<file path="src/lpwm_pkg.sv">
`timescale 1ns / 1ps

package lpwm_pkg;

    localparam int LANES   = 16;
    localparam int LEVEL_W = 8;
    localparam int CH_W    = 6;

    localparam logic [1:0] FUNC_WRITE  = 2'd0;
    localparam logic [1:0] FUNC_COMMIT = 2'd1;
    localparam logic [1:0] FUNC_READ   = 2'd2;

    typedef struct packed {
        logic                chip_number;
        logic [LEVEL_W-1:0]  slot_number;
        logic                frame_end;
    } t_beat_info;

endpackage

</file>
<file path="src/led_pwm_slice_frame_generator_top.sv">
`timescale 1ns / 1ps

// PWM frame generator for a chain of 16-channel LED driver chips.
// The input channel (i_in_valid / o_in_ready) takes one beat per cycle while o_in_ready is
// high: a color write into the back picture, a commit, or a read of the next shift word.
// Only a read produces a beat on the output channel (o_out_valid / i_out_ready).
// Each chip owns one row per picture in sixteen lane memories, so a whole shift word is
// fetched in one read and compared against the slot in parallel.
// A read beat passes the fetch stage and then the output register before it appears at
// the output; the block sustains one input beat per clock while the receiver keeps up.
// The output register and the fetch stage form a two-deep pipeline: when the
// receiver stalls, one more read can be fetched before o_in_ready drops.
// At reset the configured slot count returns to 255, the front picture is the
// first one, and the level memories are cleared one row per cycle, all 2 * CHIP_COUNT
// rows, while o_in_ready stays low.
// Slot count writes on i_cfg_we are taken at any time and need no handshake.

module led_pwm_slice_frame_generator_top import lpwm_pkg::*; #(
    parameter int CHIP_COUNT = 2,
    parameter int LED_COUNT  = 10
) (
    input  logic               i_clk,
    input  logic               i_rst_n,
    input  logic               i_cfg_we,
    input  logic [7:0]         i_cfg_data,
    input  logic               i_in_valid,
    output logic               o_in_ready,
    input  logic [1:0]         i_func,
    input  logic [3:0]         i_led_index,
    input  logic [7:0]         i_blue_level,
    input  logic [7:0]         i_red_level,
    input  logic [7:0]         i_green_level,
    output logic               o_out_valid,
    input  logic               i_out_ready,
    output logic [15:0]        o_shift_word,
    output logic               o_chip_number,
    output logic [7:0]         o_slot_number,
    output logic               o_frame_end
);

    localparam int ROWS     = 2 * CHIP_COUNT;
    localparam int ADDR_W   = $clog2(ROWS);
    localparam int CHIP_W   = (CHIP_COUNT > 1) ? $clog2(CHIP_COUNT) : 1;
    localparam int CHANNELS = CHIP_COUNT * LANES;

    logic               r_front;
    logic               r_pending;
    logic [LEVEL_W-1:0] r_slot_pos;
    logic [CHIP_W-1:0]  r_chip_pos;
    logic [LEVEL_W-1:0] r_slot_count;
    logic               r_clr_active;
    logic [ADDR_W-1:0]  r_clr_row;
    logic               r_s1_valid;
    t_beat_info         r_s1_info;

    logic               n_front;
    logic               n_pending;
    logic [LEVEL_W-1:0] n_slot_pos;
    logic [CHIP_W-1:0]  n_chip_pos;
    logic               n_s1_valid;

    logic               w_take;
    logic               w_accept;
    logic               w_read;
    logic               w_write;
    logic               w_last_chip;
    logic               w_end;
    logic [CHIP_W-1:0]  w_chip_read;
    logic [ADDR_W-1:0]  w_raddr;
    logic               w_led_ok;
    logic [CH_W-1:0]    w_ch [3];
    logic [LEVEL_W-1:0] w_level [3];
    logic               w_ch_ok [3];
    logic [ADDR_W-1:0]  w_ch_row [3];
    logic               w_lane_we [LANES];
    logic [ADDR_W-1:0]  w_lane_waddr [LANES];
    logic [LEVEL_W-1:0] w_lane_wdata [LANES];
    logic [LANES-1:0]   w_hits;

    assign o_in_ready = !r_clr_active && (!r_s1_valid || w_take);
    assign w_accept   = i_in_valid && o_in_ready;
    assign w_read     = w_accept && (i_func == FUNC_READ);
    assign w_write    = w_accept && (i_func == FUNC_WRITE);

    assign w_last_chip = (r_chip_pos == CHIP_W'(CHIP_COUNT - 1));
    assign w_end       = w_last_chip && (r_slot_pos >= r_slot_count);
    assign w_chip_read = CHIP_W'(CHIP_COUNT - 1) - r_chip_pos;
    assign w_raddr     = ADDR_W'({w_chip_read, r_front});

    assign w_led_ok   = ({4'b0, i_led_index} < 8'(LED_COUNT));
    assign w_level[0] = i_blue_level;
    assign w_level[1] = i_red_level;
    assign w_level[2] = i_green_level;

    always_comb begin
        for (int j = 0; j < 3; j++) begin
            w_ch[j]     = CH_W'({i_led_index, 1'b0}) + CH_W'(i_led_index) + CH_W'(j);
            w_ch_ok[j]  = w_led_ok && ({3'b0, w_ch[j]} < 9'(CHANNELS));
            w_ch_row[j] = ADDR_W'({5'(w_ch[j][CH_W-1:4]), !r_front});
        end
    end

    always_comb begin
        for (int l = 0; l < LANES; l++) begin
            w_lane_we[l]    = 1'b0;
            w_lane_waddr[l] = r_clr_row;
            w_lane_wdata[l] = '0;
            if (r_clr_active) begin
                w_lane_we[l] = 1'b1;
            end else begin
                for (int j = 0; j < 3; j++) begin
                    if (w_write && w_ch_ok[j] && (w_ch[j][3:0] == 4'(l))) begin
                        w_lane_we[l]    = 1'b1;
                        w_lane_waddr[l] = w_ch_row[j];
                        w_lane_wdata[l] = w_level[j];
                    end
                end
            end
        end
    end

    always_comb begin
        n_front    = r_front;
        n_pending  = r_pending;
        n_slot_pos = r_slot_pos;
        n_chip_pos = r_chip_pos;
        if (w_accept) begin
            case (i_func)
                FUNC_WRITE: begin
                    n_pending = 1'b0;
                end
                FUNC_COMMIT: begin
                    n_pending = 1'b1;
                end
                FUNC_READ: begin
                    if (w_last_chip) begin
                        n_chip_pos = '0;
                        if (w_end) begin
                            n_slot_pos = 8'd1;
                            if (r_pending) begin
                                n_front   = !r_front;
                                n_pending = 1'b0;
                            end
                        end else begin
                            n_slot_pos = r_slot_pos + 8'd1;
                        end
                    end else begin
                        n_chip_pos = r_chip_pos + CHIP_W'(1);
                    end
                end
                default: begin
                end
            endcase
        end
    end

    always_comb begin
        n_s1_valid = r_s1_valid;
        if (w_read) begin
            n_s1_valid = 1'b1;
        end else if (w_take) begin
            n_s1_valid = 1'b0;
        end
    end

    always_ff @(posedge i_clk) begin
        if (!i_rst_n) begin
            r_front      <= 1'b0;
            r_pending    <= 1'b0;
            r_slot_pos   <= 8'd1;
            r_chip_pos   <= '0;
            r_slot_count <= 8'd255;
            r_clr_active <= 1'b1;
            r_clr_row    <= '0;
            r_s1_valid   <= 1'b0;
        end else begin
            r_front    <= n_front;
            r_pending  <= n_pending;
            r_slot_pos <= n_slot_pos;
            r_chip_pos <= n_chip_pos;
            r_s1_valid <= n_s1_valid;
            if (i_cfg_we) begin
                r_slot_count <= i_cfg_data;
            end
            if (r_clr_active) begin
                r_clr_row <= r_clr_row + ADDR_W'(1);
                if (r_clr_row == ADDR_W'(ROWS - 1)) begin
                    r_clr_active <= 1'b0;
                end
            end
        end
    end

    always_ff @(posedge i_clk) begin
        if (w_read) begin
            r_s1_info.chip_number <= w_chip_read[0];
            r_s1_info.slot_number <= r_slot_pos;
            r_s1_info.frame_end   <= w_end;
        end
    end

    for (genvar l = 0; l < LANES; l++) begin : g_lane
        lpwm_lane #(
            .ROWS   (ROWS),
            .ADDR_W (ADDR_W)
        ) u_lane (
            .i_clk   (i_clk),
            .i_we    (w_lane_we[l]),
            .i_waddr (w_lane_waddr[l]),
            .i_wdata (w_lane_wdata[l]),
            .i_re    (w_read),
            .i_raddr (w_raddr),
            .i_slot  (r_s1_info.slot_number),
            .o_hit   (w_hits[l])
        );
    end

    lpwm_merge u_merge (
        .i_clk         (i_clk),
        .i_rst_n       (i_rst_n),
        .i_valid       (r_s1_valid),
        .i_hits        (w_hits),
        .i_info        (r_s1_info),
        .o_take        (w_take),
        .o_out_valid   (o_out_valid),
        .i_out_ready   (i_out_ready),
        .o_shift_word  (o_shift_word),
        .o_chip_number (o_chip_number),
        .o_slot_number (o_slot_number),
        .o_frame_end   (o_frame_end)
    );

    a_read_fills_stage: assert property (@(posedge i_clk) disable iff (!i_rst_n)
        w_read |=> r_s1_valid)
        else $error("accepted read did not reach the fetch stage");

    a_frame_end_chip_zero: assert property (@(posedge i_clk) disable iff (!i_rst_n)
        (o_out_valid && o_frame_end) |-> (o_chip_number == 1'b0))
        else $error("frame ended on a chip other than chip zero");

    a_chip_pos_range: assert property (@(posedge i_clk) disable iff (!i_rst_n)
        r_chip_pos <= CHIP_W'(CHIP_COUNT - 1))
        else $error("chip position out of range");

    a_swap_on_frame_end: assert property (@(posedge i_clk) disable iff (!i_rst_n)
        (r_front != $past(r_front)) |-> $past(w_read && w_end && r_pending))
        else $error("picture swapped outside a committed frame end");

    a_no_accept_in_clear: assert property (@(posedge i_clk) disable iff (!i_rst_n)
        r_clr_active |=> !r_s1_valid)
        else $error("read fetched during the clearing pass");

endmodule

</file>
<file path="src/lpwm_lane.sv">
`timescale 1ns / 1ps

module lpwm_lane import lpwm_pkg::*; #(
    parameter int ROWS   = 4,
    parameter int ADDR_W = 2
) (
    input  logic               i_clk,
    input  logic               i_we,
    input  logic [ADDR_W-1:0]  i_waddr,
    input  logic [LEVEL_W-1:0] i_wdata,
    input  logic               i_re,
    input  logic [ADDR_W-1:0]  i_raddr,
    input  logic [LEVEL_W-1:0] i_slot,
    output logic               o_hit
);

    logic [LEVEL_W-1:0] r_mem [ROWS];
    logic [LEVEL_W-1:0] r_rdata;

    always_ff @(posedge i_clk) begin
        if (i_we) begin
            r_mem[i_waddr] <= i_wdata;
        end
        if (i_re) begin
            r_rdata <= r_mem[i_raddr];
        end
    end

    assign o_hit = (r_rdata >= i_slot);

endmodule

</file>
<file path="src/lpwm_merge.sv">
`timescale 1ns / 1ps

module lpwm_merge import lpwm_pkg::*; (
    input  logic               i_clk,
    input  logic               i_rst_n,
    input  logic               i_valid,
    input  logic [LANES-1:0]   i_hits,
    input  t_beat_info         i_info,
    output logic               o_take,
    output logic               o_out_valid,
    input  logic               i_out_ready,
    output logic [LANES-1:0]   o_shift_word,
    output logic               o_chip_number,
    output logic [LEVEL_W-1:0] o_slot_number,
    output logic               o_frame_end
);

    logic             r_valid;
    logic [LANES-1:0] r_word;
    t_beat_info       r_info;

    assign o_take = !r_valid || i_out_ready;

    always_ff @(posedge i_clk) begin
        if (!i_rst_n) begin
            r_valid <= 1'b0;
        end else if (o_take) begin
            r_valid <= i_valid;
        end
    end

    always_ff @(posedge i_clk) begin
        if (o_take && i_valid) begin
            r_word <= i_hits;
            r_info <= i_info;
        end
    end

    assign o_out_valid   = r_valid;
    assign o_shift_word  = r_word;
    assign o_chip_number = r_info.chip_number;
    assign o_slot_number = r_info.slot_number;
    assign o_frame_end   = r_info.frame_end;

endmodule
</file>
<file path="config.mk">
export PLATFORM = sky130hd
export DESIGN_NAME = led_pwm_slice_frame_generator_top
export DESIGN_NICKNAME = d
export VERILOG_FILES = /design/src/lpwm_pkg.sv /design/src/led_pwm_slice_frame_generator_top.sv /design/src/lpwm_lane.sv /design/src/lpwm_merge.sv
export SDC_FILE = /design/constraint.sdc
export NUM_CORES = 1
export LEC_CHECK = 0
export BUFFER_PORTS_ARGS = -buffer_cell sky130_fd_sc_hd__buf_4
export CAP_MARGIN = 20
export CORE_MARGIN = 8
export CORE_UTILIZATION = 25
export CTS_CLUSTER_SIZE = 24
export DETAILED_ROUTE_END_ITERATION = 6
export MAX_ROUTING_LAYER = met4
export PLACE_DENSITY = 0.36
export SLEW_MARGIN = 0
export SYNTH_ARGS = -nofsm -noshare
export SYNTH_HDL_FRONTEND = slang
export SYNTH_HIERARCHICAL = 1
export SYNTH_SLANG_ARGS = --single-unit
</file>
<file path="constraint.sdc">
create_clock -name i_clk -period 7.27 [get_ports i_clk]
set_input_delay 1.454 -clock i_clk [delete_from_list [all_inputs] [get_ports i_clk]]
set_output_delay 1.454 -clock i_clk [all_outputs]
set_load 0.01 [all_outputs]
</file>
==> results.ini <==
[sta]
slew_viol_final=0
min_period_ns=5.82
hold_violations=0
tightest_slew_ns=1.04
rsz0062_at_grt=false
setup_viol=0
fin_worst_skew_ns=0.0456
slew_headroom=0.302
fmax_ghz=0.172
min_period_over_period=0.800
final.setup.worst_slack_ns=1.45
finalSetupTns_ns=0

[route]
first_pass_iters=6
wire_per_inst_um=23.8
via_per_inst=4.78
drt_iter0_markers=1550
dr_total_vias=20200
drc=0
ant_nets=0
drt_wl_total_um=101000

[critical_path]
path_common_cell=ha_1
crit_start=i_led_index[0]
start_kind=primary input
critPathCapture=g_lane[6].u_lane/r_mem[1][0]$_DFFE_PP_
crit_slowest_cell=fa_1
crit_chain=buf_4, ha_1, fa_1, ha_1, nand2_1, a311oi_2, nand4_1, a21oi_1, nor2_1, a211oi_1, o21ai_1, and3b_1
r2r_setup_slack_ns=2.44
r2r_end=g_lane[11].u_lane/r_mem[2][7]$_DFFE_PP_
cp.arrival_ns=6.13
reg2reg_depth=11
path_class=in -> reg
critical_path.endpoint_type=register
r2r_start=r_clr_active$_SDFF_PN1_
cpPeakStageDelay_ns=0.89
crit_required_ns=7.59
crit_fanout=14

[power_and_ir_drop]
p_int_mw=7.75
clkPwrFrac=0.398
p_comb_frac=0.107
power_density_nw_per_um2=267
ir_worst_vdd_mv=0.146
p_leak_nw=14.2
seqPwrFrac=0.495
switching_power_mw=2.54
swShare=0.247

[clocking]
cts_buffers=83
cts_root_buf=clkbuf_16
cts_setup_buffers=0
insertion_delay_ns=0.69
cts.htree.levels=3
clkSinkCount=700
holdBufCountCts=0
clock_path_buffers=3
cts_tree=done
cts_resized=0
path_clk_slew_ns=0.06

[synth]
synth_cells=2307
ys_warn_count=6
ys_types=73
synth_area_per_cell_um2=14.4
synth_top_area_share=0.611
synth_commonest_cells=edfxtp_1, ha_1, inv_1, nand2_1, mux4_2
synth_edf_count=676
syn_area_um2=33200
ys_seq_elements=700
synth.most_common_cell=edfxtp_1
ys_seq_area_frac=0.625
ys_async_sr_fraction=0
yosysTopAreaCell=edfxtp_1
ys.flop_type=edfxtp_1
yosys-top-cells-area=edfxtp_1, mux4_2, ha_1
syn_nets=2501

[place]
gp_congestion=0.866
numPortBuffers=70
place_hpwl_um=66300
pre_cts_slack_ns=0.795

[global_route]
grt_pass1_vias=20600
grt_max_degree=68
track_usage=0.139
grt_overflow=0
grt_pass1_wl_um=145000
antenna_found_initial=14

[status]
status=completed

[flow_run]
cap_violations=0

[die]
die_height_um=381
die-area_um2=145000
core-area_um2=133000
die_w_um=381
start_util=0.250
io_pins=71
placementRows=134

[cells_and_area]
drive_gt1_frac=0.174
fin_nets=2578
area_growth_pct=15.8

[hold_path]
hp-class=reg -> reg
hold_path.startpoint=r_s1_info[9]$_DFFE_PP_

[layout make-up]
cell class              count  area (um^2)
fillers                 13300        94300
flip-flops and latches    700        20800
clock inverters            49          509
well taps                1768         2210
clock buffers             102         2190
diodes                     11         27.5
inverters                 151          572
repair buffers            133         1010
multi-input cells        1315        11200
[cells in the final DEF (no fill, tap or decap), types with 21 or more instances in the layout]
cell	instances
nor3_1	58
a221oi_1	72
a21oi_1	56
nand3_1	50
nand2b_1	26
o21ai_1	32
buf_4	132
a31oi_1	21
clkbuf_16	84
edfxtp_1	676
nand2_1	139
inv_1	148
o21ai_0	54
ha_1	150
a211oi_1	47
mux2i_1	28
a21o_1	70
nor2_1	120
mux4_2	128
and3_1	63
dfxtp_1	22
[power groups by stage]
stage	Clock, mW	Combinational, mW	Sequential (mW)
3_5_place_dp	0	1.13	5.18
5_1_grt	4.38	1.20	5.13
3_3_place_gp	0	1.12	5.15
6_report	4.10	1.10	5.09
2_1_floorplan	0	0.669	5.13
4_1_cts	4.25	1.13	5.10
[critical path: cells and delay by family]
kind	cells	cell delay, ns
buffers and inverters	1	0.16
adders and majority gates	3	1.65
and+or+nand+nor	4	1.29
AOI/OAI and AO/OA	4	1.57
[worst min path at each step]
stage                                      endpoint  slack, ns  cells after the start
floorplan           u_merge/o_chip_number$_DFFE_PP_       0.40                      0
global placement    u_merge/o_chip_number$_DFFE_PP_       0.40                      0
detailed placement    u_merge/o_frame_end$_DFFE_PP_       0.43                      0
CTS                   u_merge/o_frame_end$_DFFE_PP_       0.44                      0
global route          u_merge/o_frame_end$_DFFE_PP_       0.44                      0
finish              u_merge/o_chip_number$_DFFE_PP_       0.44                      0
[layer usage]
metal / wire (um) / vias up / global-route usage
met5: 0 / - / -
met4: 2360 / 0 / 0.0390
met3: 5530 / 165 / 0.0305
met2: 47200 / 613 / 0.222
met1: 45400 / 10300 / 0.180
li1: - / 9149 / -
[logic make-up after synthesis]
kind of cell | count (synthesis) | share of synthesized area
compound gates | 414 | 0.0876
xor+xnor | 19 | 0.00580
fa+ha+maj | 151 | 0.0571
buf+inv | 292 | 0.0382
flops | 700 | 0.625
mux | 175 | 0.102
simple gates | 556 | 0.0848
[state kept, by name (all words and copies together) (netlist names)]
register	cells
u_merge/o_shift_word	16
u_merge/o_slot_number	8
r_s1_valid	1
u_merge/o_frame_end	1
u_merge/o_chip_number	1
r_slot_count	8
r_pending	1
r_front	1
g_lane.u_lane/r_rdata	128
g_lane.u_lane/r_mem	512
r_clr_active	1
r_clr_row	2
r_s1_info	10
r_chip_pos	1
r_slot_pos	8
u_merge/o_out_valid	1
[stage by stage]
step	power [mW]	utilization	std cells	instance area, um^2	hold WS [ns]
floorplan	5.80	-	2307	33200	0.400
global placement	6.27	0.269	4067	35800	0.404
detailed placement	6.30	0.269	4067	35800	0.428
CTS	10.5	0.290	4218	38500	0.442
global route	10.7	0.290	4229	38500	0.440
finish	10.3	0.290	4229	38500	0.442
(Power assumes the default switching activity.)
